[src/design/mstp_pkg.sv]
// Shared constants for the magnetic stripe track parser: characters, length limits,
// register reset values and indexes, field tags and error codes. No dependencies.
package mstp_pkg;

  // Framing characters
  localparam logic [7:0] CH_PERCENT  = 8'h25;  // '%'
  localparam logic [7:0] CH_FMT_B    = 8'h42;  // 'B'
  localparam logic [7:0] CH_SEMI     = 8'h3B;  // ';'
  localparam logic [7:0] CH_CARET    = 8'h5E;  // '^'
  localparam logic [7:0] CH_EQUAL    = 8'h3D;  // '='
  localparam logic [7:0] CH_QUESTION = 8'h3F;  // '?'
  localparam logic [7:0] CH_ZERO     = 8'h30;
  localparam logic [7:0] CH_NINE     = 8'h39;

  // Field length limits
  localparam logic [4:0] PAN_MIN  = 5'd12;
  localparam logic [4:0] PAN_MAX  = 5'd19;
  localparam logic [4:0] NAME_MIN = 5'd2;
  localparam logic [4:0] NAME_MAX = 5'd26;
  localparam logic [4:0] EXP_LEN  = 5'd4;
  localparam logic [4:0] SVC_LEN  = 5'd3;
  localparam logic [4:0] LEN_SAT  = 5'd31;

  // Register reset values
  localparam logic [6:0] MAX_POS_RESET = 7'd78;

  // Field tags
  localparam logic [2:0] TAG_HEADER = 3'd0;
  localparam logic [2:0] TAG_PAN    = 3'd1;
  localparam logic [2:0] TAG_NAME   = 3'd2;
  localparam logic [2:0] TAG_EXP    = 3'd3;
  localparam logic [2:0] TAG_SVC    = 3'd4;
  localparam logic [2:0] TAG_DISC   = 3'd5;
  localparam logic [2:0] TAG_OTHER  = 3'd6;

  // Error codes
  localparam logic [3:0] ERR_NONE      = 4'd0;
  localparam logic [3:0] ERR_START     = 4'd1;
  localparam logic [3:0] ERR_PAN_LEN   = 4'd2;
  localparam logic [3:0] ERR_PAN_CHAR  = 4'd3;
  localparam logic [3:0] ERR_NAME_LEN  = 4'd4;
  localparam logic [3:0] ERR_EXP       = 4'd5;
  localparam logic [3:0] ERR_EXP_CHAR  = 4'd6;
  localparam logic [3:0] ERR_SVC       = 4'd7;
  localparam logic [3:0] ERR_SVC_CHAR  = 4'd8;
  localparam logic [3:0] ERR_TOO_LONG  = 4'd9;
  localparam logic [3:0] ERR_TOO_SHORT = 4'd10;

  // Register indexes (byte address = 4 * index)
  localparam logic REG_TRACK_MODE = 1'b0;
  localparam logic REG_MAX_POS    = 1'b1;

endpackage

[src/design/magstripe_track_field_parser.sv]
// Magnetic stripe track parser, top level: tags each character with its field.
// Depends on mstp_pkg for characters, tags and error codes.
//
//  channel | direction | handshake            | word
//  --------+-----------+----------------------+------------------------------------
//  in      | sink      | in_valid / in_ready  | char_in, last_char
//  out     | source    | out_valid / out_ready| field_tag, char_out, field_closed,
//          |           |                      | error_code, record_done, record_ok,
//          |           |                      | end_seen
//  cfg     | APB slave | psel/penable, pready | track_mode @0x0, max_position @0x4
//
// One word per cycle unless out_ready stalls; each accepted word's result is registered.
// The record state updates in one pass of logic between the input and output register.
// in_ready is high whenever the output register is empty or being drained.
// Synchronous reset clears the record state and out_valid and resets the config registers.
module magstripe_track_field_parser (
  input  logic       clk,
  input  logic       rst,
  input  logic       in_valid,
  output logic       in_ready,
  input  logic [7:0] char_in,
  input  logic       last_char,
  output logic       out_valid,
  input  logic       out_ready,
  output logic [2:0] field_tag,
  output logic [7:0] char_out,
  output logic       field_closed,
  output logic [3:0] error_code,
  output logic       record_done,
  output logic       record_ok,
  output logic       end_seen,
  input  logic       psel,
  input  logic       penable,
  input  logic       pwrite,
  input  logic [2:0] paddr,
  input  logic [31:0] pwdata,
  output logic [31:0] prdata,
  output logic       pready
);

  // Parser phases
  localparam logic [3:0] PH_START = 4'd0;
  localparam logic [3:0] PH_FMT   = 4'd1;
  localparam logic [3:0] PH_PAN   = 4'd2;
  localparam logic [3:0] PH_NAME  = 4'd3;
  localparam logic [3:0] PH_EXP   = 4'd4;
  localparam logic [3:0] PH_SVC   = 4'd5;
  localparam logic [3:0] PH_DISC  = 4'd6;
  localparam logic [3:0] PH_END   = 4'd7;
  localparam logic [3:0] PH_ERR   = 4'd8;

  // Configuration and record state
  logic       track_mode;
  logic [6:0] max_position;
  logic [3:0] phase;
  logic [6:0] position;
  logic [4:0] field_length;
  logic [3:0] sticky_error;
  logic       end_flag;
  logic       past_limit;

  // Per-word results of the phase logic
  logic [3:0] phase_sw;
  logic [4:0] len_sw;
  logic       end_sw;
  logic [2:0] tag_c;
  logic       closed_c;
  logic [3:0] err_c;
  logic [3:0] err_fin;
  logic [3:0] sticky_next;
  logic [3:0] phase_next;

  logic [7:0] sep;
  logic       is_digit;
  logic [4:0] len_inc;
  logic       accept;
  logic       cfg_wr;

  assign in_ready = !out_valid || out_ready;
  assign accept   = in_valid && in_ready;

  // APB register port
  assign pready = 1'b1;
  assign cfg_wr = psel && penable && pwrite && pready;

  always_comb begin
    case (paddr[2])
      mstp_pkg::REG_TRACK_MODE: prdata = {31'd0, track_mode};
      mstp_pkg::REG_MAX_POS:    prdata = {25'd0, max_position};
      default:                  prdata = 32'd0;
    endcase
  end

  always_ff @(posedge clk) begin
    if (rst) begin
      track_mode   <= 1'b0;
      max_position <= mstp_pkg::MAX_POS_RESET;
    end else if (cfg_wr) begin
      if (paddr[2] == mstp_pkg::REG_MAX_POS) begin
        max_position <= pwdata[6:0];
      end else begin
        track_mode <= pwdata[0];
      end
    end
  end

  // Character classes
  assign sep      = track_mode ? mstp_pkg::CH_EQUAL : mstp_pkg::CH_CARET;
  assign is_digit = (char_in >= mstp_pkg::CH_ZERO) && (char_in <= mstp_pkg::CH_NINE);
  assign len_inc  = (field_length == mstp_pkg::LEN_SAT) ? field_length
                                                         : field_length + 5'd1;

  // Field phase logic
  always_comb begin
    phase_sw = phase;
    len_sw   = field_length;
    end_sw   = end_flag;
    tag_c    = mstp_pkg::TAG_OTHER;
    closed_c = 1'b0;
    err_c    = mstp_pkg::ERR_NONE;
    case (phase)
      PH_START: begin
        tag_c = mstp_pkg::TAG_HEADER;
        if (!track_mode) begin
          if (char_in == mstp_pkg::CH_PERCENT) phase_sw = PH_FMT;
          else err_c = mstp_pkg::ERR_START;
        end else if (char_in == mstp_pkg::CH_SEMI) begin
          phase_sw = PH_PAN;
          closed_c = 1'b1;
          len_sw   = 5'd0;
        end else begin
          err_c = mstp_pkg::ERR_START;
        end
      end
      PH_FMT: begin
        tag_c = mstp_pkg::TAG_HEADER;
        if (char_in == mstp_pkg::CH_FMT_B) begin
          phase_sw = PH_PAN;
          closed_c = 1'b1;
          len_sw   = 5'd0;
        end else begin
          err_c = mstp_pkg::ERR_START;
        end
      end
      PH_PAN: begin
        if (is_digit) begin
          tag_c  = mstp_pkg::TAG_PAN;
          len_sw = len_inc;
        end else if (char_in == sep) begin
          if (field_length >= mstp_pkg::PAN_MIN && field_length <= mstp_pkg::PAN_MAX) begin
            closed_c = 1'b1;
            phase_sw = track_mode ? PH_EXP : PH_NAME;
            len_sw   = 5'd0;
          end else begin
            err_c = mstp_pkg::ERR_PAN_LEN;
          end
        end else begin
          tag_c = mstp_pkg::TAG_PAN;
          err_c = mstp_pkg::ERR_PAN_CHAR;
        end
      end
      PH_NAME: begin
        if (char_in != sep) begin
          tag_c  = mstp_pkg::TAG_NAME;
          len_sw = len_inc;
        end else if (field_length >= mstp_pkg::NAME_MIN &&
                     field_length <= mstp_pkg::NAME_MAX) begin
          closed_c = 1'b1;
          phase_sw = PH_EXP;
          len_sw   = 5'd0;
        end else begin
          err_c = mstp_pkg::ERR_NAME_LEN;
        end
      end
      PH_EXP: begin
        if (is_digit) begin
          tag_c  = mstp_pkg::TAG_EXP;
          len_sw = len_inc;
          if (len_inc == mstp_pkg::EXP_LEN) begin
            closed_c = 1'b1;
            phase_sw = PH_SVC;
            len_sw   = 5'd0;
          end
        end else if (char_in == sep) begin
          if (field_length == 5'd0) begin
            closed_c = 1'b1;
            phase_sw = PH_SVC;
          end else begin
            err_c = mstp_pkg::ERR_EXP;
          end
        end else begin
          tag_c = mstp_pkg::TAG_EXP;
          err_c = mstp_pkg::ERR_EXP_CHAR;
        end
      end
      PH_SVC: begin
        if (is_digit) begin
          tag_c  = mstp_pkg::TAG_SVC;
          len_sw = len_inc;
          if (len_inc == mstp_pkg::SVC_LEN) begin
            closed_c = 1'b1;
            phase_sw = PH_DISC;
            len_sw   = 5'd0;
          end
        end else if (char_in == sep) begin
          if (field_length == 5'd0) begin
            closed_c = 1'b1;
            phase_sw = PH_DISC;
          end else begin
            err_c = mstp_pkg::ERR_SVC;
          end
        end else begin
          tag_c = mstp_pkg::TAG_SVC;
          err_c = mstp_pkg::ERR_SVC_CHAR;
        end
      end
      PH_DISC: begin
        if (char_in == mstp_pkg::CH_QUESTION) begin
          closed_c = 1'b1;
          phase_sw = PH_END;
          end_sw   = 1'b1;
        end else begin
          tag_c = mstp_pkg::TAG_DISC;
        end
      end
      default: begin
        tag_c = mstp_pkg::TAG_OTHER;
      end
    endcase
  end

  // Record length checks and sticky error; field errors win
  always_comb begin
    err_fin = err_c;
    if (err_fin == mstp_pkg::ERR_NONE && sticky_error == mstp_pkg::ERR_NONE &&
        (past_limit || position > max_position)) begin
      err_fin = mstp_pkg::ERR_TOO_LONG;
    end
    if (err_fin == mstp_pkg::ERR_NONE && sticky_error == mstp_pkg::ERR_NONE &&
        last_char && position < 7'd2) begin
      err_fin = mstp_pkg::ERR_TOO_SHORT;
    end
    sticky_next = sticky_error;
    phase_next  = phase_sw;
    if (err_fin != mstp_pkg::ERR_NONE && sticky_error == mstp_pkg::ERR_NONE) begin
      sticky_next = err_fin;
      phase_next  = PH_ERR;
    end
  end

  // Record state update
  always_ff @(posedge clk) begin
    if (rst) begin
      phase        <= PH_START;
      position     <= 7'd0;
      field_length <= 5'd0;
      sticky_error <= mstp_pkg::ERR_NONE;
      end_flag     <= 1'b0;
      past_limit   <= 1'b0;
    end else if (accept) begin
      if (last_char) begin
        phase        <= PH_START;
        position     <= 7'd0;
        field_length <= 5'd0;
        sticky_error <= mstp_pkg::ERR_NONE;
        end_flag     <= 1'b0;
        past_limit   <= 1'b0;
      end else begin
        phase        <= phase_next;
        field_length <= len_sw;
        sticky_error <= sticky_next;
        end_flag     <= end_sw;
        if (position == 7'd127) past_limit <= 1'b1;
        else position <= position + 7'd1;
      end
    end
  end

  // Output register
  always_ff @(posedge clk) begin
    if (rst) begin
      out_valid <= 1'b0;
    end else if (accept) begin
      out_valid <= 1'b1;
    end else if (out_ready) begin
      out_valid <= 1'b0;
    end
  end

  always_ff @(posedge clk) begin
    if (accept) begin
      field_tag    <= tag_c;
      char_out     <= char_in;
      field_closed <= closed_c && (sticky_next == mstp_pkg::ERR_NONE);
      error_code   <= sticky_next;
      record_done  <= last_char;
      record_ok    <= last_char && (sticky_next == mstp_pkg::ERR_NONE);
      end_seen     <= end_sw;
    end
  end

endmodule

[config.mk]
export PLATFORM = sky130hd
export DESIGN_NAME = magstripe_track_field_parser
export DESIGN_NICKNAME = d
export VERILOG_FILES = /design/src/design/mstp_pkg.sv /design/src/design/magstripe_track_field_parser.sv
export SDC_FILE = /design/constraint.sdc
export NUM_CORES = 1
export LEC_CHECK = 0
export ABC_CLOCK_PERIOD_IN_PS = 2700
export BUFFER_PORTS_ARGS = -buffer_cell sky130_fd_sc_hd__buf_4
export CAP_MARGIN = 10
export CORE_ASPECT_RATIO = 1.75
export CORE_MARGIN = 2
export CORE_UTILIZATION = 29
export CTS_CLUSTER_DIAMETER = 80
export DETAILED_ROUTE_END_ITERATION = 16
export SLEW_MARGIN = 20
export SYNTH_ARGS = -nofsm -noshare
export SYNTH_HDL_FRONTEND = slang
export SYNTH_SLANG_ARGS = --single-unit
[constraint.sdc]
create_clock -name clk -period 2.7 [get_ports clk]
set_input_delay 0.27 -clock clk [delete_from_list [all_inputs] [get_ports clk]]
set_output_delay 0.27 -clock clk [all_outputs]
set_load 0.01 [all_outputs]
==> qor.yml <==
status: "finished, final reports clean"
cts_made_buffers: 5
cts_setup_buffers: 0
drtAntennaViolNets: 0
skew_ns: 0.0102
startpoint_type: "flop"
setup_ws_ns: 0.0944
htreeDepth: 2
nets: 517
drv_slew: 0
worst-path-max-fanout: 6
clock-root-buffer: "clkbuf_16"
initial_utilization_pct: 29.7
core_area_um2: 11600
yosys.area.top_type: "dfxtp_1"
post-place-ws_ns: 0.0373
die_h_um: 148
viasPerCell: 5.30
drtIter0Drc: 190
synth_top_area_share_pct: 18.0
ir_worst_vdd_v: 0.000283
relSlewSlack_pct: 59.8
die_w_um: 86.4
cp.arrival_ns: 2.79
grt_max_degree: 29
grt_util_all_layers_pct: 14.2
drc: 0
gp_congestion: 0.862
yosys_warnings: 0
area_delta_synth_final_pct: 19.7
crit_required_ns: 2.88
ys_seq_area_share_pct: 34.6
firstDrtPassIters: 4
hold_class: "input pin to flop"
timing.hold.ws_ns: 0.169
dp.final_hpwl_um: 6940
yosys-top-cells-area: "dfxtp_1, edfxtp_1, buf_4"
stdcell_area_um2: 4120
placed_area_um2: 3960
critPathKind: "flop to flop"
hold_buffers: 0
netlist_area_um2: 3440
vias: 3135
slowest_delay_ns: 0.40
post-route-period-util_pct: 96.5
num_io_pins: 105
cts_buffer_depth: 2
critical-path-top-delay-family: "compound AO/OA/AOI/OAI gates"
crit_cells: 10
stdcell_count: 592
synthCells: 398
ys_ff_latch: 50
clk_latency_ns: 0.29
drv_cap: 0
synth_edf_count: 19
port_buffers: 51
whs_path_depth: 2
final_cell_mix: "buf_4, nor2_1, nand2_1"
slowest_stage: "dfxtp_1"
yosys_most_used_dff: "dfxtp_1"
grt_pass1_wl_um: 14600
wirelength_um: 8900
p_per_area_nw_per_um2: 434
r2r_cells: 10
dieArea_um2: 12800
row_count: 52
grt_pass1_vias: 3002
finalSetupViolCount: 0
wl_per_cell_um: 15.0
cp_cell_sequence: "inv_1, ha_1, nor4b_2, a21o_1, a211o_1, a41oi_1, nor4_2, buf_4, a21oi_4, mux2_4"
n_antenna_cell: 0
syn_area_per_cell_um2: 8.65
crit_buf_inv: 2
fin_crit_ns: 2.61
p_leak_uw: 0.00171
clock.fmax_mhz: 384
synth_cell_types: 70
synthArstFlopShare_pct: 0
gr-total-overflow: 0
hold_viol_final: 0
cts.sinks: 50
timing.critical_path.to_type: "flop"
dp_cells: 584
clk_pin_slew_ns: 0.07
tightest_slew_ns: 0.597
final_common_cell: "buf_4"
fillers: 1206
drive_above_1_share_pct: 23.0
grt_antenna_before_repair: 0
cts_tree: "done"
-- area by class of cell --
class                      instances  area (um2)  area share (%)
multi-input combinational        310        2010            48.7
tap                              135         169            4.10
clock inverter                     2        13.8           0.334
sequential                        50        1190            28.9
inverter                          15        56.3            1.37
timing repair buffer              74         556            13.5
clock buffer                       6         129            3.13
-- synthesized netlist by cell type (all sizes together), types with 3 or more instances --
cell type  count
a21o           5
o21a           4
nand2         32
and3           5
clkbuf        14
ha            10
a41oi          4
and4bb         3
nor2          41
a31oi         14
o21ai         22
nor4b          6
o211a          4
a211o          5
a21oi         25
nand4          5
a21boi         3
inv           15
dfxtp         31
o211ai         3
nand2b         8
o21bai         3
mux2           5
or4            3
buf           33
nor3           7
nor2b          5
edfxtp        19
nor4           9
nand3         15
-- flip-flops by register name, summed over array words and instances, names as in the netlist --
| register | cells |
|---|---|
| field_length | 5 |
| end_seen | 1 |
| error_code | 4 |
| track_mode | 1 |
| record_ok | 1 |
| sticky_error | 4 |
| max_position | 7 |
| position | 7 |
| field_tag | 3 |
| past_limit | 1 |
| char_out | 8 |
| field_closed | 1 |
| record_done | 1 |
| end_flag | 1 |
| phase | 4 |
| out_valid | 1 |
-- power by group --
group	switching, uW	internal, uW
sequential	19.0	817
clock	282	345
combinational	185	141
total	486	1300
-- path summary, 6_finish.rpt --
check / to / slack [ns] / startpoint
hold / removal: max_position[3]$_SDFFE_PP1P_ / 0.17 / pwdata[3]
setup reg to reg: phase[0]$_SDFFE_PP0P_ / 0.09 / field_length[0]$_SDFFE_PP0P_
hold reg to reg: end_flag$_SDFFE_PP0P_ / 0.46 / end_flag$_SDFFE_PP0P_
setup / recovery: phase[0]$_SDFFE_PP0P_ / 0.09 / field_length[0]$_SDFFE_PP0P_
-- stage by stage --
stage	power [uW]	util (%)	setup TNS, ns
CTS	1810	35.5	0
global route	1870	35.6	-0.0376
global placement	1180	34.2	0
floorplan	1080	-	0
finish	1790	35.6	0
detailed placement	1180	34.2	0
-- kinds of logic after synthesis --
logic type,Yosys count,synth area share [%]
AND/OR/NAND/NOR,154,25.1
AO/OA/AOI/OAI,110,22.8
buffers and inverters,62,10.2
flip-flops,50,34.6
adder cells (fa/ha/maj),10,3.63
multiplexers,6,2.47
XOR/XNOR,4,1.02
other,2,0.218
-- routing by layer --
metal	global-route usage (%)	wire, um
met5	0	0
met2	27.1	4970
met4	5.86	230
met1	15.3	3210
met3	1.72	495
-- timing repair --
action	CTS	global route
resized for setup	0	3
endpoints found under the setup margin	0	5
endpoints found under the hold margin	0	0
(Power assumes the default switching activity.)
